**config.mk**
```make
export PLATFORM = sky130hd
export DESIGN_NAME = tcw_ctrl
export DESIGN_NICKNAME = d
export VERILOG_FILES = /design/src/sv/tcw_pkg.sv /design/src/sv/tcw_ctrl.sv
export SDC_FILE = /design/constraint.sdc
export NUM_CORES = 1
export LEC_CHECK = 0
export BUFFER_PORTS_ARGS = -buffer_cell sky130_fd_sc_hd__buf_2
export CORE_AREA = 2 2 39 41
export CTS_CLUSTER_SIZE = 30
export DETAILED_ROUTE_END_ITERATION = 8
export DIE_AREA = 0 0 41 43
export PLACE_DENSITY = 0.49
export SYNTH_ARGS = -nofsm -noshare
export SYNTH_HDL_FRONTEND = slang
export SYNTH_SLANG_ARGS = --single-unit
```
**constraint.sdc**
```tcl
create_clock -name clk_i -period 1.14 [get_ports clk_i]
set_input_delay 0.114 -clock clk_i [delete_from_list [all_inputs] [get_ports clk_i]]
set_output_delay 0.114 -clock clk_i [all_outputs]
set_load 0.005 [all_outputs]
```
**src/sv/tcw_pkg.sv**
```systemverilog
package tcw_pkg;

  localparam int DEF_COLUMNS   = 80;
  localparam int DEF_ROWS      = 25;
  localparam int DEF_TAB_WIDTH = 8;

  localparam int KIND_W = 2;
  localparam int CODE_W = 8;
  localparam int ATTR_W = 8;
  localparam int IDX_W  = 11;
  localparam int POS_W  = 11;
  localparam int CELL_W = 16;

  localparam logic [KIND_W-1:0] KIND_PLAIN   = 2'd0;
  localparam logic [KIND_W-1:0] KIND_COLORED = 2'd1;
  localparam logic [KIND_W-1:0] KIND_CLEAR   = 2'd2;
  localparam logic [KIND_W-1:0] KIND_READ    = 2'd3;

  localparam logic [CODE_W-1:0] CH_BS    = 8'h08;
  localparam logic [CODE_W-1:0] CH_TAB   = 8'h09;
  localparam logic [CODE_W-1:0] CH_LF    = 8'h0A;
  localparam logic [CODE_W-1:0] CH_CR    = 8'h0D;
  localparam logic [CODE_W-1:0] CH_SPACE = 8'h20;
  localparam logic [CODE_W-1:0] CH_LAST  = 8'h7F;

  localparam logic [ATTR_W-1:0] RESET_ATTR = 8'h0F;

  typedef struct packed {
    logic accept;
    logic scr_rd;
    logic scr_wr;
    logic fill_wr;
    logic init_attr;
    logic out_load;
  } cmd_t;

  typedef struct packed {
    logic is_clear;
    logic need_scroll;
    logic copy_last;
    logic fill_last;
    logic out_free;
  } sts_t;

endpackage

```
**src/sv/tcw_ctrl.sv**
```systemverilog
module tcw_ctrl
  import tcw_pkg::*;
(
  input  logic clk_i,
  input  logic rst_ni,
  input  logic in_valid_i,
  output logic in_ready_o,
  input  sts_t sts_i,
  output cmd_t cmd_o
);

  localparam logic [2:0] S_INIT = 3'd0;
  localparam logic [2:0] S_IDLE = 3'd1;
  localparam logic [2:0] S_CLR  = 3'd2;
  localparam logic [2:0] S_SRD  = 3'd3;
  localparam logic [2:0] S_SWR  = 3'd4;
  localparam logic [2:0] S_FILL = 3'd5;
  localparam logic [2:0] S_DONE = 3'd6;

  logic [2:0] state_q, state_d;

  assign in_ready_o = (state_q == S_IDLE);

  always_comb begin
    state_d = state_q;
    cmd_o   = '0;
    case (state_q)
      S_INIT: begin
        cmd_o.fill_wr   = 1'b1;
        cmd_o.init_attr = 1'b1;
        if (sts_i.fill_last) state_d = S_IDLE;
      end
      S_IDLE: begin
        if (in_valid_i) begin
          cmd_o.accept = 1'b1;
          if (sts_i.is_clear) state_d = S_CLR;
          else if (sts_i.need_scroll) state_d = S_SRD;
          else state_d = S_DONE;
        end
      end
      S_CLR, S_FILL: begin
        cmd_o.fill_wr = 1'b1;
        if (sts_i.fill_last) state_d = S_DONE;
      end
      S_SRD: begin
        cmd_o.scr_rd = 1'b1;
        state_d      = S_SWR;
      end
      S_SWR: begin
        cmd_o.scr_wr = 1'b1;
        state_d      = sts_i.copy_last ? S_FILL : S_SRD;
      end
      S_DONE: begin
        if (sts_i.out_free) begin
          cmd_o.out_load = 1'b1;
          state_d        = S_IDLE;
        end
      end
      default: state_d = S_IDLE;
    endcase
  end

  always_ff @(posedge clk_i or negedge rst_ni) begin
    if (!rst_ni) begin
      state_q <= S_INIT;
    end else begin
      state_q <= state_d;
    end
  end

endmodule

```
==> out/qor.csv, run 1 <==
stage,metric,value,unit
detailed_routing,drt_drc_violations_left,0,
timing,timing.clock.skew,0.00426,ns
detailed_routing,detailroute.wirelength.met3,46,um
grt,grt_pass1_vias,260,
setup_path,timing.critical_path.to_type,output pin,
timing,maxClockFrequency,757,MHz
power_and_ir_drop,clock_power_share,14.6,%
grt,largest_net_degree_at_the_start_of_global_routing,12,
outcome,run_status,"finished, violations left",
timing,setup_repair_after_global_routing_missed_its_margin,yes,
setup_path,crit_type,reg2out,
detailed_routing,met2RoutedLength,369,um
synthesis,ys_seq_elements,3,
synthesis,seq_area_frac_synth,27.6,%
floorplanning,die-area,1760,um^2
power_and_ir_drop,cellInternalPower,0.810,mW
floorplanning,floorplan.die.width,41,um
synthesis,synth_cell_type_count,21,
floorplanning,placeableCoreArea,1380,um^2
detailed_routing,detailedRoute.firstIterationViolations,3,
synthesis,synth_cells,35,
synthesis,synth_warnings,0,
cts,numCtsBuffers,3,
detailed_routing,topRoutingLayerUsed,met3,
synthesis,synth.avg_cell_area,7.76,um^2
detailed_routing,routed_wire_length_per_instance,9.67,um
grt,global_route_wire_length_before_repair,1080,um
synthesis,synth_top_cells_by_count,"4 x nand2_1, 3 x dfrtp_1, 3 x nor2_1, 3 x o21ai_0",
power_and_ir_drop,p_leak,0.233,nW
timing,finalCriticalPeriod,1.32,ns
synthesis,netlist.area_leader.share,27.6,%
timing,fin_crit_sh,116,%
grt,grt_remaining_overflow,0,
cells_and_area,final_design_area_no_fill,482,um^2
cells_and_area,post-route-util,34.8,%
synthesis,synth.area.top_cells,"dfrtp_1 28%, o21ai_0 5.5%, and2b_1 5.5%",
synthesis,synthArstFlopShare,100,%
cells_and_area,largest_register,state_q,
timing,timing_max_transition_violations_final,0,
detailed_routing,finalWirelength,725,um
detailed_routing,ant_nets,0,
timing,final-setup-viol-count,8,
power_and_ir_drop,power.share.sequential,16.2,%
cells_and_area,drive_above_1_share,55.9,%
synthesis,synth_area_in_compound_gates,24.9,%
cells_and_area,registers_with_the_most_flip_flops,state_q: 3 flops,
placed_design,placement.cell_area,372,um^2
outcome,violations,setup timing,
synthesis,dominantRegCellSynth,dfrtp_1,
cells_and_area,diodes,0,
synthesis,synth.area.mux_share,4.15,%
placed_design,portBuffers,14,
cells_and_area,area_growth_syn_to_fin,77.4,%
synthesis,post_synth_xor_area_fraction,0,%
synthesis,synth.cell_area,272,um^2
timing,worst_tran_pin_value,0.282,ns
detailed_routing,via_per_inst,4.36,
setup_path,crit_path_max_fanout,5,
cts,cts.path.max_buffers,2,
power_and_ir_drop,irDropWorstVdd,737,uV
floorplanning,rows,14,
power_and_ir_drop,power_switching_share,38.4,%
cells_and_area,finalNetCount,68,
setup_path,worst_ep_required_time,1.03,ns
cts,htree_num_levels,1,
run,cap_violations,0,
synthesis,number_of_nets_produced_by_synthesis,43,
detailed_routing,dr_total_vias,327,
synthesis,synth_edf_count,0,
power_and_ir_drop,power_per_cell_area,2730,nW/um^2
synthesis,simple_gate_area_share_of_the_yosys_netlist,34.6,%
cts,clock-sinks,3,
timing,finalHoldViolations,0,
setup_path,worstPathArrival,1.21,ns
synthesis,yosysTopAreaCell,dfrtp_1,
power_and_ir_drop,p_sw,0.506,mW
cts,cts.clk_slew.worst_paths,0.04,ns
cts,root_buffer,clkbuf_4,
power_and_ir_drop,total_power,1.32,mW
floorplanning,die_height,43,um
placed_design,dp.final_hpwl,510,um
cts,clk_latency,0.24,ns
timing,max-slew-margin-rel,81.1,%
timing,setup_slack,-0.182,ns
setup_path,worstSetupStartpointType,flip-flop,
placed_design,gp_routability_congestion,0.724,
synthesis,synth-adder-area-share,0,%
floorplanning,io_pins,15,
power_and_ir_drop,comb_power_share,69.3,%
detailed_routing,met1Wirelength,309,um
floorplanning,initial_core_utilization,19.6,%
synthesis,yosysMostFrequentCell,nand2_1,
cts,cts_tree,done,
grt,antenna_found_initial,0,
grt,overall_track_demand_over_capacity_in_global_routing,9.47,%
detailed_routing,dr.pass1.iters,4,
synthesis,synth_top_family_by_area,simple AND/OR/NAND/NOR gates,
cells_and_area,largest_reg_flops,3,
hold_path,hold_crit_path_type,in2async,
==> final timing paths <==
path	start	slack, ns	depth (start not counted)	endpoint
min	rst_ni	0.20	2	state_q[2]
max in group asynchronous	rst_ni	0.82	2	state_q[2]
min reg2reg	state_q[1]	0.69	3	state_q[0]
min in group clk_i	sts_i[4]	0.21	3	state_q[0]
max	state_q[0]	-0.18	4	cmd_o[0]
max reg2reg	state_q[2]	-0.03	4	state_q[2]
==> cell families (layout without fill, tap and decap cells) <==
group | count (synthesis) | count (layout)
muxes | 1 | 1
buffers and inverters | 4 | 28
DFF | 3 | 3
and+or+nand+nor | 17 | 17
AOI/OAI and AO/OA | 10 | 10
==> critical path: stages (launching register included) <==
cell and delay, ns:
dfrtp_1 0.38, buf_4 0.15, buf_6 0.12, and4b_1 0.22
buf_2 0.10
==> routing by layer <==
| layer | vias up | track usage, % |
|---|---|---|
| met5 | - | 0 |
| met4 | 0 | 6.00 |
| met3 | 0 | 4.71 |
| met2 | 10 | 12.5 |
| met1 | 144 | 11.7 |
| li1 | 173 | - |
==> layout make-up <==
type / instances / area [um^2]
Timing Repair Buffer: 23 / 159
Sequential cell: 3 / 76.3
Inverter: 1 / 3.75
Tap cell: 16 / 20.0
Multi-Input combinational cell: 28 / 196
Clock buffer: 4 / 26.3
Fill cell: 148 / 902
==> layout by cell type, fill, tap and decap left out <==
master	netlist	final
nor3_2	0	1
nor2b_1	1	1
and2_1	1	1
nor3b_2	0	2
and2b_1	2	2
clkbuf_4	0	3
o21bai_1	1	1
inv_1	1	1
nand2_1	4	3
o2111ai_2	0	1
dlygate4sd3_1	0	1
o21ai_1	0	3
nand3_1	1	1
and4b_1	1	1
dfrtp_2	0	1
mux2_2	0	1
buf_6	0	5
o21ai_2	1	1
a21oi_1	1	1
o21a_1	2	2
nor2_1	3	3
nor3_1	2	1
clkbuf_1	0	1
dfrtp_1	3	2
o31ai_1	1	1
nand2_2	0	1
buf_4	2	3
buf_2	1	14
==> through the flow <==
stage / setup TNS [ns] / cells / hold slack [ns] / setup slack (ns)
6_report: -0.884 / 75 / 0.201 / -0.182
2_1_floorplan: 0 / 35 / -0.182 / 0.103
4_1_cts: -0.750 / 74 / 0.192 / -0.191
3_5_place_dp: 0 / 66 / -0.0854 / 0.0144
5_1_grt: -1.44 / 75 / 0.196 / -0.223
3_3_place_gp: -0.0132 / 66 / -0.0860 / -0.0132
==> power groups by stage <==
stage / clock (mW) / sequential [mW] / combinational, mW
3_3_place_gp: 0 / 0.216 / 0.658
5_1_grt: 0.212 / 0.220 / 1.01
4_1_cts: 0.201 / 0.209 / 0.792
3_5_place_dp: 0 / 0.215 / 0.651
6_report: 0.192 / 0.212 / 0.911
2_1_floorplan: 0 / 0.199 / 0.456
==> repair_timing <==
item | CTS | global route
hold buffers | 1 | 0
gates resized for setup | 5 | 10
endpoints found under the setup margin | 7 | 10
pin swaps | 3 | 0
buffers inserted | 3 | 1
hold endpoints to repair | 3 | 0
Note: power is estimated with default switching activity, not from simulation.
==> run 2, diff against run 1 <==
- ABC_AREA: default -> 1
- PLACE_DENSITY: 0.49 -> 0.54
==> run 2 against run 1 <==
Compared with the run above:
- the flow still finishes with violations (setup timing)
- clock skew decreased by 0.0012 ns
- sequential cell count unchanged
- combinational power increased by 53%
==> out/qor.csv, run 2 <==
stage,metric,value,unit,change
cts,cts.clk_slew.worst_paths,0.04,ns,about the same
synthesis,synth_warnings,0,,unchanged
timing,timing.clock.skew,0.00305,ns,-0.00121 ns
synthesis,ys_seq_elements,3,,unchanged
timing,setup_repair_after_global_routing_missed_its_margin,yes,,
floorplanning,placeableCoreArea,1380,um^2,unchanged
timing,fin_crit_sh,111,%,-4.9 points
floorplanning,rows,14,,unchanged
cts,clk_latency,0.23,ns,about the same
outcome,run_status,"finished, violations left",,
synthesis,yosysTopAreaCell,nand2_1,,
detailed_routing,dr_total_vias,480,,+47%
setup_path,worstPathArrival,1.15,ns,-0.06 ns
timing,final-setup-viol-count,10,,+2
cells_and_area,finalNetCount,106,,+56%
placed_design,dp.final_hpwl,699,um,+37%
cells_and_area,regArea,77.6,um^2,+1.6%
cts,numCtsBuffers,3,,unchanged
cells_and_area,diodes,0,,unchanged
cells_and_area,final_cell_mix,"21 x nand2_1, 13 x buf_2, 11 x buf_4",,
power_and_ir_drop,p_leak,0.393,nW,+68%
timing,worst_tran_pin_value,0.179,ns,-0.103 ns
outcome,violations,setup timing,,
synthesis,synth_cell_type_count,12,,-43%
grt,global_route_wire_length_before_repair,1500,um,+38%
setup_path,timing.critical_path.to_type,output pin,,
placed_design,placement.cell_area,452,um^2,+22%
cts,cts.path.max_buffers,2,,unchanged
detailed_routing,dr.pass1.iters,4,,unchanged
synthesis,synth_cells,63,,+80%
timing,totalNegativeSetupSlack,-0.635,ns,+0.248 ns
detailed_routing,finalWirelength,957,um,+32%
synthesis,synth.avg_cell_area,5.26,um^2,-32%
synthesis,netlist.area_leader.share,24.9,%,-2.7 points
synthesis,number_of_nets_produced_by_synthesis,71,,+65%
setup_path,worst_ep_required_time,1.03,ns,about the same
power_and_ir_drop,irDropWorstVdd,919,uV,+25%
placed_design,placement.setup.worst_slack,-0.0150,ns,-0.0295 ns
grt,antenna_found_initial,0,,unchanged
grt,overall_track_demand_over_capacity_in_global_routing,12.4,%,+2.9 points
synthesis,synth_top_cells_by_count,"22 x nand2_1, 10 x inv_1, 8 x nand3_1",,
setup_path,timing.reg2reg.worst_path_depth,9,,+5
cells_and_area,post-route-util,46.0,%,+11 points
cells_and_area,drive_above_1_share,53.6,%,-2.3 points
synthesis,dominantRegCellSynth,dfrtp_1,,
hold_path,hold_crit_path_type,in2async,,
cts,root_buffer,clkbuf_4,,
synthesis,synthArstFlopShare,100,%,unchanged
detailed_routing,drt_drc_violations_left,0,,unchanged
floorplanning,floorplan.die.width,41,um,unchanged
cells_and_area,largest_reg_flops,3,,unchanged
detailed_routing,ant_nets,0,,unchanged
run,cap_violations,0,,unchanged
floorplanning,initial_core_utilization,24.0,%,+4.3 points
setup_path,reg2reg_from,state_q[2],,
cells_and_area,final.fill_count,147,,-0.68%
grt,grt_remaining_overflow,0,,unchanged
floorplanning,io_pins,15,,unchanged
setup_path,crit_path_max_fanout,7,,+2
timing,finalCriticalPeriod,1.27,ns,-0.0558 ns
setup_path,crit_type,reg2out,,
setup_path,rrSetupSlack,-0.05,ns,-0.02 ns
timing,maxClockFrequency,790,MHz,+4.4%
cells_and_area,area_growth_syn_to_fin,92.1,%,
synthesis,seq_area_frac_synth,22.6,%,-5.0 points
synthesis,yosysMostFrequentCell,nand2_1,,
detailed_routing,detailedRoute.firstIterationViolations,10,,+7
cts,clock-sinks,3,,unchanged
cts,cts_tree,done,,
timing,finalHoldViolations,0,,unchanged
timing,setup_slack,-0.126,ns,+0.0558 ns
detailed_routing,via_per_inst,4.25,,-2.6%
power_and_ir_drop,total_power,1.87,mW,+42%
placed_design,portBuffers,14,,unchanged
floorplanning,die-area,1760,um^2,unchanged
synthesis,synth.cell_area,332,um^2,+22%
grt,grt_pass1_vias,408,,+57%
cells_and_area,largest_register,state_q,,
synthesis,synth_edf_count,0,,unchanged
cells_and_area,registers_with_the_most_flip_flops,state_q: 3 flops,,
cells_and_area,mostFrequentLayoutCell,nand2_1,,
placed_design,gp_routability_congestion,0.735,,+1.5%
cells_and_area,multi_input_gate_area_in_the_final_layout,228,um^2,+16%
cts,htree_num_levels,1,,unchanged
grt,largest_net_degree_at_the_start_of_global_routing,9,,-3
power_and_ir_drop,power_per_cell_area,2930,nW/um^2,+7.4%
timing,max-slew-margin-rel,88.1,%,+7.0 points
detailed_routing,routed_wire_length_per_instance,8.47,um,-12%
setup_path,timing.rr.end,state_q[0],,
timing,timing_max_transition_violations_final,0,,unchanged
floorplanning,die_height,43,um,unchanged
synthesis,synth.area.top_cells,"nand2_1 25%, dfrtp_1 23%, nand3_1 12%",,
setup_path,worstSetupStartpointType,flip-flop,,
cells_and_area,final_design_area_no_fill,637,um^2,+32%
-- run 2: how the worst max path moves through the flow --
| stage | slack, ns | endpoint | startpoint | cells after the start |
|---|---|---|---|---|
| detailed placement | -0.02 | state_q[1] | state_q[0] | 7 |
| CTS | -0.07 | cmd_o[0] | state_q[2] | 4 |
| finish | -0.13 | cmd_o[1] | state_q[0] | 4 |
| floorplan | 0.07 | state_q[0] | state_q[2] | 9 |
| global route | -0.17 | cmd_o[0] | state_q[0] | 4 |
| global placement | 0.02 | state_q[1] | state_q[0] | 7 |
-- run 2: layout make-up --
cell class,count,area share [%]
repair buffers,32,37.1
well taps,16,3.14
flip-flops and latches,3,12.2
inverters,13,7.66
clock buffers,4,4.13
multi-input cells,45,35.8
-- run 2: per-stage QoR --
step,instances,hold slack (ns)
after global routing,113,0.218
after CTS,109,0.206
after detailed placement,97,-0.0891
after global placement,97,-0.0897
after floorplan,63,-0.182
final,113,0.204
-- run 2: layer usage --
layer / global-route usage [%] / routed length (um) / vias to the layer above
met1: 15.6 / 464 / 215
met5: 0 / 0 / -
met3: 3.14 / 25 / 0
met2: 18.8 / 467 / 8
met4: 6.00 / 0 / 0
li1: - / - / 257
-- run 2: where the power goes --
part           internal, mW  switching [mW]
clock network         0.131          0.0501
registers             0.176           0.119
logic                 0.741           0.651
total                  1.05           0.820
-- run 2: what timing repair did --
item | 4_1_cts | 5_1_grt
setup buffers | 7 | 4
hold buffers | 1 | 0
pin swaps | 1 | 3
endpoints found under the setup margin | 10 | 10
endpoints found under the hold margin | 3 | 0
resized for setup | 13 | 6
-- run 2: cell families after synthesis --
| logic type | after synthesis | synth area share [%] |
|---|---|---|
| AND/OR/NAND/NOR | 42 | 53.6 |
| AO/OA/AOI/OAI | 3 | 4.53 |
| buffers and inverters | 15 | 19.2 |
| flip-flops | 3 | 22.6 |
-- run 2: critical path, cell delays in order, from the launching register on --
cell	delay (ns)
dfrtp_2	0.45
buf_4	0.15
buf_6	0.11
nor3_2	0.08
buf_2	0.13
==> run 3, diff against run 2 <==
- REMOVE_ABC_BUFFERS: default -> 1
- TNS_END_PERCENT: default -> 1
==> run 3 against run 2 <==
Compared with the run above:
- wire length up 5.6%
- utilization down 0.63 points
- via count decreased by 2.1%
- largest power group unchanged
- global-route usage down 0.59 points
- critical path depth stayed put
- critical endpoint is now cmd_o[0]
- total power up 1.1%
- the flow still finishes with violations (setup timing)
- die area unchanged
- fmax increased by 1.3%
- sequential cell count stayed put
- setup slack improved by 0.016 ns
- worst hold slack got worse by 0.021 ns
==> out/qor.csv, run 3 (same netlist as run 2, synthesis figures left out) <==
stage,metric,value,unit,change
timing,timing.clock.skew,0.00838,ns,+0.00533 ns
placed_design,dp.final_hpwl,687,um,-1.7%
setup_path,crit_path_max_fanout,7,,unchanged
grt,grt_remaining_overflow,0,,unchanged
detailed_routing,finalWirelength,1010,um,+5.6%
floorplanning,initial_core_utilization,24.0,%,unchanged
floorplanning,floorplan.die.width,41,um,unchanged
cells_and_area,diodes,0,,unchanged
placed_design,portBuffers,14,,unchanged
setup_path,rrSetupSlack,-0.07,ns,-0.02 ns
detailed_routing,dr.pass1.iters,2,,-2
cells_and_area,mostFrequentLayoutCell,nand2_1,,
timing,finalCriticalPeriod,1.25,ns,-0.0159 ns
hold_path,hold_crit_path_type,in2reg,,
placed_design,gp_routability_congestion,0.762,,+3.7%
setup_path,critPathLaunch,state_q[2],,
cells_and_area,drive_above_1_share,52.6,%,-0.98 points
timing,worst_tran_pin_value,0.201,ns,+0.0223 ns
floorplanning,rows,14,,unchanged
grt,overall_track_demand_over_capacity_in_global_routing,11.8,%,-0.59 points
setup_path,crit_type,reg2out,,
setup_path,timing.critical_path.to_type,output pin,,
timing,worst_hold_slack,0.183,ns,-0.0206 ns
cells_and_area,area_growth_syn_to_fin,89.4,%,
run,cap_violations,0,,unchanged
detailed_routing,routed_wire_length_per_instance,9.11,um,+7.5%
cts,root_buffer,clkbuf_4,,
outcome,run_status,"finished, violations left",,
setup_path,worstPathArrival,1.14,ns,about the same
detailed_routing,detailedRoute.firstIterationViolations,6,,-4
cts,cts.clk_slew.worst_paths,0.04,ns,about the same
cells_and_area,finalNetCount,104,,-1.9%
timing,final-setup-viol-count,10,,unchanged
cts,cts.path.max_buffers,2,,unchanged
hold_path,hold_path_end,state_q[1],,
setup_path,timing.reg2reg.worst_path_depth,9,,unchanged
cells_and_area,final_cell_mix,"21 x nand2_1, 13 x buf_2, 11 x buf_4",,
grt,global_route_wire_length_before_repair,1470,um,-1.9%
grt,largest_net_degree_at_the_start_of_global_routing,8,,-1
cts,cts_tree,done,,
floorplanning,die-area,1760,um^2,unchanged
cells_and_area,post-route-util,45.4,%,-0.63 points
floorplanning,placeableCoreArea,1380,um^2,unchanged
grt,grt_pass1_vias,409,,+0.25%
detailed_routing,dr_total_vias,470,,-2.1%
setup_path,timing.rr.end,state_q[0],,
cts,clk_latency,0.24,ns,about the same
cts,clock-sinks,3,,unchanged
cts,numCtsBuffers,3,,unchanged
cts,htree_num_levels,1,,unchanged
setup_path,worst_ep_required_time,1.03,ns,about the same
hold_path,hold_start,sts_i[2],,
timing,finalHoldViolations,0,,unchanged
cells_and_area,registers_with_the_most_flip_flops,state_q: 3 flops,,
hold_path,hold-path-cell-count,4,,
setup_path,worstSetupStartpointType,flip-flop,,
timing,max-slew-margin-rel,86.6,%,-1.5 points
floorplanning,io_pins,15,,unchanged
timing,timing_max_transition_violations_final,0,,unchanged
detailed_routing,drt_drc_violations_left,0,,unchanged
grt,antenna_found_initial,0,,unchanged
detailed_routing,via_per_inst,4.23,,-0.32%
power_and_ir_drop,p_leak,0.380,nW,-3.2%
cells_and_area,largest_reg_flops,3,,unchanged
placed_design,placement.setup.worst_slack,-0.0293,ns,-0.0143 ns
power_and_ir_drop,power_per_cell_area,3010,nW/um^2,+2.5%
outcome,violations,setup timing,,
setup_path,reg2reg_from,state_q[2],,
timing,setup_slack,-0.110,ns,+0.0159 ns
timing,fin_crit_sh,110,%,-1.4 points
detailed_routing,ant_nets,0,,unchanged
timing,setup_repair_after_global_routing_missed_its_margin,yes,,
power_and_ir_drop,irDropWorstVdd,885,uV,-3.8%
cells_and_area,largest_register,state_q,,
timing,maxClockFrequency,800,MHz,+1.3%
floorplanning,die_height,43,um,unchanged
## run 3: worst max-delay path by stage
stage            endpoint
5_1_grt          cmd_o[0]
2_1_floorplan  state_q[0]
4_1_cts          cmd_o[5]
6_report         cmd_o[0]
3_3_place_gp   state_q[0]
3_5_place_dp   state_q[2]
## run 3: power breakdown
part	internal, mW	total (mW)	leakage (nW)	switching, mW
Clock	0.132	0.195	0.0150	0.0633
Sequential	0.180	0.309	0.0327	0.129
Combinational	0.711	1.38	0.333	0.673
Total	1.02	1.89	0.380	0.866
## run 3: per-layer routing
layer	vias up	GRT usage (%)	wire [um]
met5	-	0	0
met4	0	6.00	19
met3	2	0	23
met2	8	18.4	491
met1	208	16.0	475
li1	252	-	-
## run 3: final cells by class
| type | count | area (um^2) |
|---|---|---|
| Fill cell | 141 | 756 |
| Multi-Input combinational cell | 45 | 235 |
| Timing Repair Buffer | 30 | 214 |
| Sequential cell | 3 | 78.8 |
| Inverter | 13 | 53.8 |
| Clock buffer | 4 | 26.3 |
| Tap cell | 16 | 20.0 |
## run 3: timing repair
item,4_1_cts,5_1_grt
hold endpoints to repair,3,0
pin swaps,7,4
hold buffers,1,0
buffers inserted,9,1
setup endpoints to repair,10,10
gates resized for setup,12,9
## run 3: through the flow
step           instances  power [mW]  instance area, um^2  TNS, ns
4_1_cts              110        1.73                  589   -0.691
3_3_place_gp          97        1.20                  452        0
5_1_grt              111        2.07                  628    -1.35
6_report             111        1.89                  628   -0.747
3_5_place_dp          97        1.20                  452  -0.0584
2_1_floorplan         61       0.820                  317        0
## run 3: critical path: stages (launching register included)
cell and delay (ns):
dfrtp_2 0.42, inv_4 0.08, buf_6 0.12, nor3_2 0.15, buf_2 0.13
